### src/hw/rtl/lsh_pkg.sv
// Package with shared types and constants of the near-duplicate index.
`timescale 1ns / 1ps
package lsh_pkg;
    localparam int Dim = 16;
    localparam int MaxVectors = 1024;
    localparam int NumTables = 8;
    localparam int HashBits = 12;
    localparam int DimW = $clog2(Dim);
    localparam int VecW = $clog2(MaxVectors);
    localparam int CntW = VecW + 1;
    localparam int TabW = $clog2(NumTables);
    localparam int BitW = $clog2(HashBits);
    localparam int EpsW = 36;
    localparam int AccW = 48;

    typedef enum logic [1:0] {
        REQ_PLANE = 2'd0,
        REQ_INSERT = 2'd1,
        REQ_CHECK = 2'd2,
        REQ_CLEAR = 2'd3
    } req_type_t;

    typedef enum logic [1:0] {
        ST_INSERTED = 2'd0,
        ST_DUPLICATE = 2'd1,
        ST_NO_MATCH = 2'd2,
        ST_FULL = 2'd3
    } status_t;

    localparam logic [1:0] CFG_EPSILON = 2'd0;
    localparam logic [1:0] CFG_TABLES = 2'd1;
    localparam logic [1:0] CFG_BITS = 2'd2;

    typedef struct packed {
        logic [1:0] req_type;
        logic signed [15:0] value;
        logic [2:0] plane_table;
        logic [3:0] plane_bit;
        logic [3:0] element_index;
        logic last;
    } in_item_t;

    typedef struct packed {
        logic [1:0] status;
        logic [9:0] match_index;
        logic [10:0] stored_count;
    } out_item_t;

    // Control from the sequencer to the multiply-accumulate unit.
    typedef struct packed {
        logic clear;
        logic enable;
        logic diff_mode;
    } mac_ctrl_t;
endpackage

### src/hw/rtl/lsh_mac.sv
// Shared multiply-accumulate unit for dot products and squared distances.
`timescale 1ns / 1ps
module lsh_mac (
    input  logic                          aclk,
    input  lsh_pkg::mac_ctrl_t            ctrl,
    input  logic signed [15:0]            a,
    input  logic signed [15:0]            b,
    output logic signed [lsh_pkg::AccW-1:0] acc
);
    import lsh_pkg::*;

    logic signed [16:0] op_a;
    logic signed [16:0] op_b;
    logic signed [33:0] prod;
    logic signed [AccW-1:0] acc_reg;

    always_comb begin
        if (ctrl.diff_mode) begin
            op_a = 17'(a) - 17'(b);
            op_b = op_a;
        end else begin
            op_a = 17'(a);
            op_b = 17'(b);
        end
        prod = 34'(op_a) * 34'(op_b);
    end

    always_ff @(posedge aclk) begin
        if (ctrl.clear) begin
            acc_reg <= '0;
        end else if (ctrl.enable) begin
            acc_reg <= acc_reg + AccW'(prod);
        end
    end

    assign acc = acc_reg;
endmodule

### config.mk
export PLATFORM = sky130hd
export DESIGN_NAME = lsh_mac
export DESIGN_NICKNAME = d
export VERILOG_FILES = /design/src/hw/rtl/lsh_pkg.sv /design/src/hw/rtl/lsh_mac.sv
export SDC_FILE = /design/constraint.sdc
export NUM_CORES = 1
export LEC_CHECK = 0
export ABC_AREA = 1
export BUFFER_PORTS_ARGS = -buffer_cell sky130_fd_sc_hd__buf_2
export CAP_MARGIN = 20
export CORE_MARGIN = 1.5
export CORE_UTILIZATION = 64
export CTS_CLUSTER_DIAMETER = 100
export CTS_CLUSTER_SIZE = 30
export DETAILED_ROUTE_END_ITERATION = 6
export HOLD_SLACK_MARGIN = 0.03
export PLACE_DENSITY_LB_ADDON = 0.25
export SYNTH_ARGS = -nofsm -noshare
export SYNTH_HDL_FRONTEND = slang
export SYNTH_SLANG_ARGS = --single-unit
### constraint.sdc
create_clock -name aclk -period 12.1 [get_ports aclk]
set_clock_uncertainty 0.05 [all_clocks]
set_input_delay 1.815 -clock aclk [delete_from_list [all_inputs] [get_ports aclk]]
set_output_delay 1.815 -clock aclk [all_outputs]
set_load 0.05 [all_outputs]
**Yosys cells after proc, flatten, opt, wreduce, memory -nomap -nowiden**

Cells that the tools add are included.

- Bits in registers: 48

- $mul: 1
- Mux-type cells: 2
- $add $sub $neg: 2

Operators with widths:

| cell | number |
|---|---|
| adder 48 x 34 -> 48 bit | 1 |
| multiplier 17 x 17 -> 34 bit | 1 |
| 2-to-1 mux 17 bit | 2 |
| subtractor 16 x 16 -> 17 bit | 1 |

**Depth between registers and ports, before layout**

- Word-level depth: 4
- Depth in mapped cells: 42
- Mapped depth without buffers: 41

**Worst setup path after synthesis**

OpenSTA, ideal clock, no wires.

- Path kind: input to register
- Start point: input port a[0]
- End point: register acc_reg[45], in the netlist acc[45]
- Stages: 33
- Path buffers: 0
- Setup time: 0.109 ns
- Data required time: 11.941 ns
- Data arrival time: 8.943 ns
- Path slack: 2.998 ns
- Path through: inv_1 -> ha_1 -> fa_1 -> o21ai_2 -> nand2_1 -> nand3_2 -> nand3_1 -> nand3_1 -> nand3_2 -> nand2_2 -> nor2_1 -> inv_1 -> fa_1 -> fa_1 -> inv_1 -> fa_1 -> inv_1 -> fa_1 -> inv_1 -> fa_1 -> fa_1 -> ha_1 -> nand2_1 -> nor2_1 -> nand2_1 -> nor2_1 -> inv_1 -> nor2_1 -> nand2_1 -> nand4_1 -> nand3_1 -> nand2_1 -> inv_1

- Cells in the longest elaborated chain, start to end: 4
- Elaborated cells on any way between the ends: 5
- Classes of those cells: add/sub (2); mul (1); mux (2)

Ends and longest elaborated chain:

| element | RTL line | text |
|---|---|---|
| start, declared | lsh_mac.sv:6 | `input logic signed [15:0] a,` |
| subtractor 16 x 16 -> 17 bit | lsh_mac.sv:19 | `op_a = 17'(a) - 17'(b);` |
| 2-to-1 mux 17 bit | lsh_mac.sv:18 | `if (ctrl.diff_mode) begin` |
| multiplier 17 x 17 -> 34 bit (*) | lsh_mac.sv:25 | `prod = 34'(op_a) * 34'(op_b);` |
| adder 48 x 34 -> 48 bit (*) | lsh_mac.sv:32 | `acc_reg <= acc_reg + AccW'(prod);` |
| end signal, assigned | lsh_mac.sv:32 |  |
| end, declared | lsh_mac.sv:15 | `logic signed [AccW-1:0] acc_reg;` |

Mark *: on every way between the ends. The rest lies on a longest branch, timed or not.
A chain may end at the register's enable or synchronous reset.

**Worst setup path after layout**

- Start point: input port a[0]
- End point: register acc_reg[47], in the netlist acc[47]

The elaborated chain is that of the path after synthesis.

==> metrics.md <==
| Metric | Value |
|---|---|
| Status | finished, final reports clean |
| RSZ-0062 raised after global routing | no |
| Placed Instances | ~3.1k |
| DIE AREA | roughly 0.032 sq mm |
| Crit path max-delay cell type | fa_1 |
| Max reg flops | 48 |
| Post-synth EDFFs | 0 |
| Post-route insts no fill | ~3.1k |
| CP Capture Type | register |
| Number of fill cells | approximately 2.7k |
| Vias in the first global route | roughly 18k |
| Largest net degree at the start of global routing | 55 |
| Area grow syn2layout | 4.719% |
| Min cycle time layout | 10,230 ps |
| Post-synth top flop | dfxtp_1 |
| Most frequent cells in the layout | inv_1 (822), nand2_1 (617), fa_1 (417) |
| Drt first pass iters | 7 |
| Netlist cell types | 37 |
| Routed len/inst | 18.01 um |
| CP max stage delay | 940 ps |
| Ys async rst share | 0% |
| Iter 0 DRT Violations | between 1k and 1.5k |
| Clk sinks | 48 |
| Fmax | 0.09772 GHz |
| Initial Util | 64.65% |
| Tcrit/Tclk final | between 80% and 90% |
| CTS max path bufs | 2 |
| Die Wd | ~180 um |
| Post-synthesis cell count | approximately 2.7k |
| Final Hold Viols | 0 |
| Post-route DRC | 0 |
| Aggregate routed wire length | 56,470 um |
| Crit-path max FO | 10 |
| Port Buffers | 83 |
| Clk slew on worst S/H paths | 70 ps |
| Met2 WL post-DR | 27,810 um |
| Htree depth | 2 |
| Postcts setup bufs | 0 |
| Worst skew pair latency | 330 ps |
| Hold Path Class | register to register |
| Max-slew violations | 0 |
| Setup violators final | 0 |
| CP arrival | about 10,000 ps |
| Critical Path Most Common Cell | nand2_1 |
| Sequential-to-total area share from yosys stat | 4.884% |
| Initial antenna violation count | 0 |
| Most common cell after layout, fill and taps aside | inv_1 |
| Post-Syn Area per Cell | 7.325 sq um |
| GPL Wtd Cong | 1.037 |
| Global-route wire length before repair | 90,220 um |
| Post-CTS Hold Buffers | 0 |
| CP Launch Type | input pin |
| Core area | roughly 0.030 sq mm |
| Max-cap violations | 0 |
| Rel. slew slack | 30.24% |
| Met1 wire length | 21,490 um |
| Clock buffer count from CTS | 5 |
| N_diodes | 0 |
| Syn nets | 3,285 |
| GRT Resource Usage Total | ~38% |
| Area post-placement | about 0.02 sq mm |
| Crit path required time | 12,260 ps |
| Met3 wire length | 3552 um |
| Kind of critical path | input pin to register |
| Antenna Nets Post-Route | 0 |
| Total number of vias | 16.65k |
| Worst-margin pin slew | ~1000 ps |
| Root buf cell | clkbuf_16 |
| NumNets Final | 3,338 |
| Mapped cell area | 0.01967 sq mm |
| Max layer used | met4 |
| Die Y | 178.3 um |
| Layout cell share with drive strength beyond 1 | 5.912% |
| Yosys warnings | 0 |
| Post-detail-place hpwl | between 40,000 and 50,000 um |
| Total I/O pin count | between 80 and 90 |
| Synthesis-stage register bit count | 48 |
| Num rows | 64 |
| DR vias/cell | 5.310 |
| Post-route cell area | 0.02060 sq mm |
| Final global-route overflow total | 0 |
| TritonCTS clock tree | yes |
| Resized cells post-CTS | 0 |
| Setup TNS Final | 0 ps |
## metal layers
metal  up-vias  track usage, %
met2       666           65.25
met5         -               0
met3       175           5.605
met1      8074           45.47
li1       7738               -
met4         0           20.49
## cell type report
class	count	area (sq um)	share of cell area, %
inverters	842	3161	15.34
flip-flops and latches	48	960.9	4.664
multi-input cells	1751	15320	74.34
well taps	396	495.5	2.405
repair buffers	91	475.5	2.308
clock inverters	3	68.82	0.3340
clock buffers	5	125.1	0.6073
## synthesized netlist by cell type, types with 3 or more instances
master | count | area share, %
nand3_2 | 5 | 0.25
buf_6 | 4 | 0.23
buf_4 | 5 | 0.19
clkbuf_1 | 21 | 0.40
inv_2 | 16 | 0.31
nand2_1 | 617 | 12
inv_1 | 823 | 16
xor2_1 | 19 | 0.85
ha_1 | 146 | 9.3
xnor2_1 | 9 | 0.40
or2_2 | 9 | 0.29
nand3_1 | 72 | 1.8
nand4_1 | 14 | 0.45
clkinv_1 | 3 | 0.057
nand2_2 | 14 | 0.45
fa_1 | 417 | 42
a21o_1 | 4 | 0.15
o21ai_0 | 39 | 0.99
buf_2 | 15 | 0.38
o21ai_1 | 5 | 0.13
o21ai_2 | 8 | 0.36
o21bai_1 | 5 | 0.19
nand3b_1 | 3 | 0.11
nor3_1 | 3 | 0.076
nor2_1 | 267 | 5.1
a21oi_1 | 80 | 2.0
dfxtp_1 | 48 | 4.9
## critical path: cells and delay by family
kind | cells | cell delay (ps)
simple gates | 18 | 2300
fa+ha+maj | 9 | 4990
buf+inv | 7 | 820
compound gates | 2 | 430
## path summary, 6_finish.rpt
| kind | start | to | slack (ps) | cells past startpoint |
|---|---|---|---|---|
| worst max-delay path | a[0] | acc[47]$_SDFFE_PP0P_ | 1870 | 36 |
| worst min-delay path | acc[0]$_SDFFE_PP0P_ | acc[0]$_SDFFE_PP0P_ | 510 | 2 |
| worst max register to register | acc[33]$_SDFFE_PP0P_ | acc[47]$_SDFFE_PP0P_ | 6340 | 23 |
| worst min register to register | acc[0]$_SDFFE_PP0P_ | acc[0]$_SDFFE_PP0P_ | 510 | 2 |
## metrics by stage
step                hold slack (ps)  setup slack, ps  utilization (%)
global placement              457.2             1665            67.07
CTS                           500.9             1863            67.71
detailed placement            483.9             1589            67.07
finish                        508.6             1867            67.71
global route                  550.6             1506            67.71
floorplan                     712.0             2998                -
## cell families (layout without fill, tap and decap cells)
group           count (synthesis)  in the layout  share of synthesized area [%]
simple gates                 1008           1008                          20.50
buf+inv                       887            941                          17.27
fa+ha+maj                     563            563                          51.72
compound gates                152            152                          4.388
flops                          48             48                          4.884
xor+xnor                       28             28                          1.247
Power is left out: the tool's default activity adds up to more than one toggle a clock period on the data nets, which glitch-free logic cannot reach.
